## config.mk

```make
export PLATFORM = sky130hd
export DESIGN_NAME = sha1_message_digest_unit
export DESIGN_NICKNAME = d
export VERILOG_FILES = /design/src/design/sha1md_pkg.sv /design/src/design/sha1md_datapath.sv /design/src/design/sha1md_ctrl.sv /design/src/design/sha1_message_digest_unit.sv
export SDC_FILE = /design/constraint.sdc
export NUM_CORES = 2
export LEC_CHECK = 0
export BUFFER_PORTS_ARGS = -buffer_cell sky130_fd_sc_hd__buf_2
export CORE_AREA = 2 2 390 392
export CTS_CLUSTER_DIAMETER = 150
export DETAILED_ROUTE_END_ITERATION = 10
export DIE_AREA = 0 0 392 394
export PLACE_DENSITY = 0.55
export SETUP_SLACK_MARGIN = 0.2
export SYNTH_ARGS = -nofsm -noshare
export SYNTH_HDL_FRONTEND = slang
export SYNTH_SLANG_ARGS = --single-unit
```

## constraint.sdc

```tcl
create_clock -name i_clk -period 21.3 [get_ports i_clk]
set_clock_uncertainty 0.05 [all_clocks]
set_input_delay 2.13 -clock i_clk [delete_from_list [all_inputs] [get_ports i_clk]]
set_output_delay 2.13 -clock i_clk [all_outputs]
set_load 0.1 [all_outputs]
```

## src/design/sha1md_pkg.sv

```systemverilog
`default_nettype none

package sha1md_pkg;

    typedef struct packed {
        logic [7:0] data_byte;
        logic       byte_valid;
        logic       end_of_message;
    } t_in_item;

    typedef struct packed {
        logic [31:0] digest_word;
        logic        last_word;
    } t_out_item;

    typedef enum logic [1:0] {
        BYTE_DATA,
        BYTE_PAD80,
        BYTE_ZERO,
        BYTE_LEN
    } t_byte_sel;

    // commands from the controller to the datapath
    typedef struct packed {
        logic      push;
        t_byte_sel byte_sel;
        logic [2:0] len_idx;
        logic      len_add;
        logic      load;
        logic      round;
        logic      add;
        logic      init;
        logic [2:0] word_sel;
    } t_cmd;

    typedef struct packed {
        logic [5:0] fill;
        logic       round_last;
    } t_status;

    localparam logic [31:0] H0_INIT = 32'h67452301;
    localparam logic [31:0] H1_INIT = 32'hEFCDAB89;
    localparam logic [31:0] H2_INIT = 32'h98BADCFE;
    localparam logic [31:0] H3_INIT = 32'h10325476;
    localparam logic [31:0] H4_INIT = 32'hC3D2E1F0;

    localparam logic [31:0] K_00_19 = 32'h5A827999;
    localparam logic [31:0] K_20_39 = 32'h6ED9EBA1;
    localparam logic [31:0] K_40_59 = 32'h8F1BBCDC;
    localparam logic [31:0] K_60_79 = 32'hCA62C1D6;

    localparam logic [7:0] PAD_BYTE = 8'h80;

    localparam int unsigned NUM_ROUNDS = 80;
    localparam int unsigned NUM_WORDS  = 5;

endpackage

`default_nettype wire

```

## src/design/sha1md_datapath.sv

```systemverilog
`default_nettype none

module sha1md_datapath
    import sha1md_pkg::*;
(
    input  wire logic        i_clk,
    input  wire logic        i_rst_n,
    input  wire logic [7:0]  i_data_byte,
    input  wire t_cmd        i_cmd,
    output t_status          o_status,
    output logic [31:0]      o_digest_word
);

    localparam logic [6:0] LAST_ROUND = 7'(NUM_ROUNDS - 1);

    logic [31:0] r_w [16];
    logic [23:0] r_acc;
    logic [5:0]  r_fill;
    logic [63:0] r_len;
    logic [31:0] r_h [5];
    logic [31:0] r_a, r_b, r_c, r_d, r_e;
    logic [6:0]  r_round;

    logic [7:0]  push_byte;
    logic [31:0] f_val, k_val, t_val, w_new;

    always_comb begin
        unique case (i_cmd.byte_sel)
            BYTE_DATA:  push_byte = i_data_byte;
            BYTE_PAD80: push_byte = PAD_BYTE;
            BYTE_ZERO:  push_byte = 8'h00;
            BYTE_LEN:   push_byte = r_len[8 * (3'd7 - i_cmd.len_idx) +: 8];
            default:    push_byte = 8'h00;
        endcase
    end

    always_comb begin
        if (r_round < 7'd20) begin
            f_val = (r_b & r_c) | (~r_b & r_d);
            k_val = K_00_19;
        end else if (r_round < 7'd40) begin
            f_val = r_b ^ r_c ^ r_d;
            k_val = K_20_39;
        end else if (r_round < 7'd60) begin
            f_val = (r_b & r_c) | (r_b & r_d) | (r_c & r_d);
            k_val = K_40_59;
        end else begin
            f_val = r_b ^ r_c ^ r_d;
            k_val = K_60_79;
        end
        t_val = {r_a[26:0], r_a[31:27]} + f_val + r_e + k_val + r_w[0];
    end

    // schedule word sixteen ahead of the window head
    always_comb begin
        logic [31:0] x;
        x = r_w[13] ^ r_w[8] ^ r_w[2] ^ r_w[0];
        w_new = {x[30:0], x[31]};
    end

    // message window: bytes and schedule words both enter at the tail
    always_ff @(posedge i_clk) begin
        if (i_cmd.push && (r_fill[1:0] == 2'd3)) begin
            for (int i = 0; i < 15; i++) begin
                r_w[i] <= r_w[i + 1];
            end
            r_w[15] <= {r_acc, push_byte};
        end else if (i_cmd.round) begin
            for (int i = 0; i < 15; i++) begin
                r_w[i] <= r_w[i + 1];
            end
            r_w[15] <= w_new;
        end
        if (i_cmd.push) begin
            r_acc <= {r_acc[15:0], push_byte};
        end
        if (i_cmd.load) begin
            r_a <= r_h[0];
            r_b <= r_h[1];
            r_c <= r_h[2];
            r_d <= r_h[3];
            r_e <= r_h[4];
        end else if (i_cmd.round) begin
            r_a <= t_val;
            r_b <= r_a;
            r_c <= {r_b[1:0], r_b[31:2]};
            r_d <= r_c;
            r_e <= r_d;
        end
    end

    always_ff @(posedge i_clk) begin
        if (!i_rst_n) begin
            r_fill  <= '0;
            r_len   <= '0;
            r_round <= '0;
            r_h[0]  <= H0_INIT;
            r_h[1]  <= H1_INIT;
            r_h[2]  <= H2_INIT;
            r_h[3]  <= H3_INIT;
            r_h[4]  <= H4_INIT;
        end else begin
            if (i_cmd.push) begin
                r_fill <= r_fill + 6'd1;
            end
            if (i_cmd.init) begin
                r_len <= '0;
            end else if (i_cmd.len_add) begin
                r_len <= r_len + 64'd8;
            end
            if (i_cmd.load) begin
                r_round <= '0;
            end else if (i_cmd.round) begin
                r_round <= r_round + 7'd1;
            end
            if (i_cmd.init) begin
                r_h[0] <= H0_INIT;
                r_h[1] <= H1_INIT;
                r_h[2] <= H2_INIT;
                r_h[3] <= H3_INIT;
                r_h[4] <= H4_INIT;
            end else if (i_cmd.add) begin
                r_h[0] <= r_h[0] + r_a;
                r_h[1] <= r_h[1] + r_b;
                r_h[2] <= r_h[2] + r_c;
                r_h[3] <= r_h[3] + r_d;
                r_h[4] <= r_h[4] + r_e;
            end
        end
    end

    always_comb begin
        unique case (i_cmd.word_sel)
            3'd0:    o_digest_word = r_h[0];
            3'd1:    o_digest_word = r_h[1];
            3'd2:    o_digest_word = r_h[2];
            3'd3:    o_digest_word = r_h[3];
            3'd4:    o_digest_word = r_h[4];
            default: o_digest_word = r_h[0];
        endcase
    end

    assign o_status.fill       = r_fill;
    assign o_status.round_last = (r_round == LAST_ROUND);

endmodule

`default_nettype wire

```

## src/design/sha1md_ctrl.sv

```systemverilog
`default_nettype none

module sha1md_ctrl
    import sha1md_pkg::*;
(
    input  wire logic    i_clk,
    input  wire logic    i_rst_n,
    input  wire logic    i_in_valid,
    output logic         o_in_ready,
    input  wire logic    i_byte_valid,
    input  wire logic    i_end_of_message,
    output logic         o_out_valid,
    input  wire logic    i_out_ready,
    output logic         o_last_word,
    input  wire t_status i_status,
    output t_cmd         o_cmd
);

    localparam logic [5:0] FILL_FULL = 6'd63;
    localparam logic [5:0] FILL_LEN  = 6'd56;
    localparam logic [2:0] LAST_LEN  = 3'd7;
    localparam logic [2:0] LAST_WORD = 3'(NUM_WORDS - 1);

    typedef enum logic [2:0] {
        S_IDLE,
        S_PAD80,
        S_PADZ,
        S_PADLEN,
        S_LOAD,
        S_ROUND,
        S_ADD,
        S_OUT
    } t_state;

    t_state     r_state, n_state;
    t_state     r_ret, n_ret;
    logic [2:0] r_len_idx, n_len_idx;
    logic [2:0] r_word, n_word;
    logic       in_acc;

    assign in_acc = i_in_valid && (r_state == S_IDLE);

    always_comb begin
        n_state   = r_state;
        n_ret     = r_ret;
        n_len_idx = r_len_idx;
        n_word    = r_word;
        o_cmd          = '0;
        o_cmd.byte_sel = BYTE_DATA;
        o_cmd.len_idx  = r_len_idx;
        o_cmd.word_sel = r_word;
        unique case (r_state)
            S_IDLE: begin
                if (in_acc) begin
                    if (i_byte_valid) begin
                        o_cmd.push    = 1'b1;
                        o_cmd.len_add = 1'b1;
                    end
                    if (i_byte_valid && (i_status.fill == FILL_FULL)) begin
                        n_state = S_LOAD;
                        n_ret   = i_end_of_message ? S_PAD80 : S_IDLE;
                    end else if (i_end_of_message) begin
                        n_state = S_PAD80;
                    end
                end
            end
            S_PAD80: begin
                o_cmd.push     = 1'b1;
                o_cmd.byte_sel = BYTE_PAD80;
                if (i_status.fill == FILL_FULL) begin
                    n_state = S_LOAD;
                    n_ret   = S_PADZ;
                end else begin
                    n_state = S_PADZ;
                end
            end
            S_PADZ: begin
                if (i_status.fill == FILL_LEN) begin
                    n_state   = S_PADLEN;
                    n_len_idx = '0;
                end else begin
                    o_cmd.push     = 1'b1;
                    o_cmd.byte_sel = BYTE_ZERO;
                    if (i_status.fill == FILL_FULL) begin
                        n_state = S_LOAD;
                        n_ret   = S_PADZ;
                    end
                end
            end
            S_PADLEN: begin
                o_cmd.push     = 1'b1;
                o_cmd.byte_sel = BYTE_LEN;
                n_len_idx      = r_len_idx + 3'd1;
                if (r_len_idx == LAST_LEN) begin
                    n_state = S_LOAD;
                    n_ret   = S_OUT;
                    n_word  = '0;
                end
            end
            S_LOAD: begin
                o_cmd.load = 1'b1;
                n_state    = S_ROUND;
            end
            S_ROUND: begin
                o_cmd.round = 1'b1;
                if (i_status.round_last) begin
                    n_state = S_ADD;
                end
            end
            S_ADD: begin
                o_cmd.add = 1'b1;
                n_state   = r_ret;
            end
            S_OUT: begin
                if (i_out_ready) begin
                    if (r_word == LAST_WORD) begin
                        o_cmd.init = 1'b1;
                        n_state    = S_IDLE;
                    end else begin
                        n_word = r_word + 3'd1;
                    end
                end
            end
            default: n_state = S_IDLE;
        endcase
    end

    always_ff @(posedge i_clk) begin
        if (!i_rst_n) begin
            r_state   <= S_IDLE;
            r_ret     <= S_IDLE;
            r_len_idx <= '0;
            r_word    <= '0;
        end else begin
            r_state   <= n_state;
            r_ret     <= n_ret;
            r_len_idx <= n_len_idx;
            r_word    <= n_word;
        end
    end

    assign o_in_ready  = (r_state == S_IDLE);
    assign o_out_valid = (r_state == S_OUT);
    assign o_last_word = (r_word == LAST_WORD);

    a_no_overlap: assert property (@(posedge i_clk) disable iff (!i_rst_n)
        o_out_valid |-> !o_in_ready)
        else $error("input taken while digest pending");

    a_full_compress: assert property (@(posedge i_clk) disable iff (!i_rst_n)
        (in_acc && i_byte_valid && (i_status.fill == FILL_FULL)) |=> o_cmd.load)
        else $error("full block did not start compression");

    a_last_idle: assert property (@(posedge i_clk) disable iff (!i_rst_n)
        (o_out_valid && i_out_ready && o_last_word) |=> o_in_ready)
        else $error("not ready after final digest word");

    a_rounds_end: assert property (@(posedge i_clk) disable iff (!i_rst_n)
        o_cmd.add |-> $past(o_cmd.round) && $past(i_status.round_last))
        else $error("chain update without final round");

endmodule

`default_nettype wire

```

## src/design/sha1_message_digest_unit.sv

```systemverilog
// input: each valid byte is taken in its input transfer; a block that fills is then compressed
// (load, 80 rounds at one per cycle in the round adder, chain update)
// end of message: padding goes in at one byte a cycle while no compression runs, with
// one or two compressions in all, then five digest words, one per output transaction; no input is taken meanwhile
// reset: synchronous active low, loads the initial hash words and clears length and fill
`default_nettype none

module sha1_message_digest_unit
    import sha1md_pkg::*;
(
    input  wire logic      i_clk,
    input  wire logic      i_rst_n,
    input  wire logic      i_in_valid,
    output logic           o_in_ready,
    input  wire t_in_item  i_in_data,
    output logic           o_out_valid,
    input  wire logic      i_out_ready,
    output t_out_item      o_out_data
);

    t_cmd    cmd;
    t_status status;
    logic    last_word;
    logic [31:0] digest_word;

    sha1md_ctrl u_ctrl (
        .i_clk            (i_clk),
        .i_rst_n          (i_rst_n),
        .i_in_valid       (i_in_valid),
        .o_in_ready       (o_in_ready),
        .i_byte_valid     (i_in_data.byte_valid),
        .i_end_of_message (i_in_data.end_of_message),
        .o_out_valid      (o_out_valid),
        .i_out_ready      (i_out_ready),
        .o_last_word      (last_word),
        .i_status         (status),
        .o_cmd            (cmd)
    );

    sha1md_datapath u_datapath (
        .i_clk         (i_clk),
        .i_rst_n       (i_rst_n),
        .i_data_byte   (i_in_data.data_byte),
        .i_cmd         (cmd),
        .o_status      (status),
        .o_digest_word (digest_word)
    );

    assign o_out_data.digest_word = digest_word;
    assign o_out_data.last_word   = last_word;

endmodule

`default_nettype wire
```

==> flow_summary_export.csv <==
group,metric,value,unit
layout,utilization,0.3575,
yosys,synth_common_cells,"edfxtp_1, nand2_1, nor2_1",
sta,max_freq,126.0,MHz
route,drc,0,
route,drt_wl_total,124200,microns
yosys,yosys.area.top_type_share,0.5371,
sta,hold_violations,0,
clock_tree,clk_path_buf_depth,3,
clock_tree,worstSkewPairLatency,0.72,ns
yosys,seq_area_frac_synth,0.5731,
worst_setup_path,crit_required,21.66,ns
power,power_leakage,19.17,nW
grt,antenna_found_initial,4,
worst_setup_path,path_max_fanout,25,
sta,rsz0062_at_grt,"false",
place,gp_congestion,0.8767,
yosys,syn_nets,4380,
sta,finalWorstSetupSlack,13.36,ns
clock_tree,cts_setup_buffers,0,
clock_tree,htreeDepth,3,
clock_tree,numClockSinks,942,
clock_tree,cts.repair.resized,0,
layout,layout-drive-gt1-share,0.06671,
yosys,synth-main-ff-cell,"edfxtp_1",
layout,final_nets,4436,
place,pre_cts_ws,13.40,ns
sta,slew-limit-headroom,0.07816,
die,ios,49,
clock_tree,cts_tree,"yes",
grt,grt_pass1_vias,30313,
route,drtIter0Drc,2819,
hold_path,hold_path_class,"reg2reg",
yosys,yosys_warnings,0,
die,die-area,154400,sq um
yosys,async_flop_share,0,
sta,period_share,0.3726,
clock_tree,cts_hold_buf,0,
sta,slew_violations,0,
sta,holdWs,0.3459,ns
yosys,synthCells,4011,
worst_setup_path,path_class,"reg2reg",
clock_tree,cts_buffers,101,
route,vias,31129,
yosys,yosysTopAreaCell,"edfxtp_1",
worst_setup_path,cp-start-kind,"flip-flop",
die,die_w,392,microns
route,wl_per_cell,20.09,microns
clock_tree,root_buffer,"clkbuf_16",
yosys,synth_seq_cells,942,
route,via_per_inst,5.035,
yosys,synthTopCellsByArea,"edfxtp_1, ha_1, fa_1",
place,port_buffers,48,
worst_setup_path,cp_data_arrival_time,8.30,ns
status,status,"complete, no violations",
clock_tree,clkTransAtPathRegs,0.06,ns
layout,syn_to_final_growth,12.55,%
grt,grt_overflow,0,
worst_setup_path,cp-end-kind,"flip-flop",
grt,grt_max_degree,214,
power,design_power_total,0.007285,W
sta,tns,0,ns
grt,grt_usage,0.1588,
place,hpwl,85710,microns
yosys,syn_area_per_cell,11.93,sq um
yosys,synth_cell_type_count,80,
route,drtAntennaViolNets,0,
job,drv_cap,0,
yosys,synth_most_common_cell,"edfxtp_1",
grt,grt_pass1_wl,188300,microns
power,cellPowerDensity,135.2,nW/um^2
sta,fin_crit,7.936,ns
die,die_height,394,microns
power,ir_drop,0.00009693,V
die,fp-row-count,143,
die,coreArea,150700,sq um
route,drt-pass1-iter-count,7,
yosys,syn_area,47860,sq um
yosys,synth-edff-count,856,
sta,worst_pin_slew,1.383,ns
layout,n_antenna_cell,0,
die,initial_core_util,0.3177,
sta,finalSetupViolCount,0,
placed cells by master (no fill, tap or decap), drive strengths merged, types with 51 or more instances in the layout:
cell      n
nand2   627
xnor2   186
ha      231
clkbuf  132
a21o     92
a22oi    66
nor2    292
nor2b    51
o21ai   191
fa      124
inv     210
xor2    118
a31oi    61
edfxtp  856
buf      78
dfxtp    86
a21oi   161
registers in the layout (all words and copies together), names as in the netlist, 6 cells and up:
register / cells
u_datapath.r_c: 32
u_datapath.r_acc: 24
u_datapath.r_round: 7
u_datapath.r_d: 32
u_datapath.r_e: 32
u_datapath.r_b: 32
u_datapath.r_len: 61
u_datapath.r_h: 160
u_datapath.r_a: 32
u_datapath.r_w: 512
u_datapath.r_fill: 6
worst max-delay path: stages (launching register included):
cell      delay (ns)
dfxtp_1         0.43
o21ai_0         0.16
nor3_1          0.32
clkinv_1        0.74
buf_4           0.50
nand2_1         0.35
buf_4           0.40
nor2_1          0.07
a211oi_1        0.28
fa_1            0.46
inv_1           0.08
fa_1            0.43
fa_1            0.52
inv_1           0.04
ha_1            0.20
inv_1           0.07
fa_1            0.20
nor2b_1         0.07
o31a_1          0.29
o41ai_2         0.57
a211oi_1        0.24
o41a_1          0.45
a31oi_1         0.27
a21oi_1         0.12
xnor2_1         0.16
o21ai_0         0.09
final timing paths:
check	from	endpoint	slack (ns)	cells after the start
worst max-delay path	u_datapath.r_round[3]	u_datapath.r_a[31]	13.36	25
worst min-delay path	u_datapath.r_w[6][0]	u_datapath.r_w[5][0]	0.35	0
worst max register to register	u_datapath.r_round[3]	u_datapath.r_a[31]	13.36	25
worst min register to register	u_datapath.r_w[6][0]	u_datapath.r_w[5][0]	0.35	0
stage by stage:
stage	cells	instance area, sq um
floorplan	4011	47860
global placement	5994	50500
detailed placement	5994	50500
CTS	6182	53870
global route	6182	53870
finish	6182	53870
area by class of cell:
| cell class | instances | area, sq um |
|---|---|---|
| sequential | 942 | 27430 |
| fill | 14824 | 96790 |
| inverter | 214 | 803.3 |
| tap | 2030 | 2540 |
| clock buffer | 132 | 2756 |
| timing repair buffer | 78 | 515.5 |
| clock inverter | 56 | 608.1 |
| multi-input combinational | 2730 | 19220 |
report_power, final:
group,switching [W],internal [W],leakage (nW)
clock network,0.000766,0.00102,1.61
registers,0.000208,0.00243,8.36
logic,0.00172,0.00115,9.19
total,0.00269,0.00459,19.2
logic make-up (layout without fill, tap and decap cells):
logic type               after synthesis  after routing  share of synthesized area
AND/OR/NAND/NOR                     1248           1248                     0.1139
multiplexers                          36             36                    0.01101
AO/OA/AOI/OAI                        787            787                     0.1070
XOR/XNOR                             304            304                    0.05564
flip-flops                           942            942                     0.5731
buffers and inverters                339            480                    0.02716
adder cells (fa/ha/maj)              355            355                     0.1123
layer usage:
layer	up-vias	part of all wire	GRT usage
met5	-	0.00019	0
met4	4	0.025	0.04224
met3	179	0.048	0.02363
met2	801	0.45	0.2469
met1	15575	0.47	0.2303
li1	14570	-	-
Power figures use the tool's default switching activity.
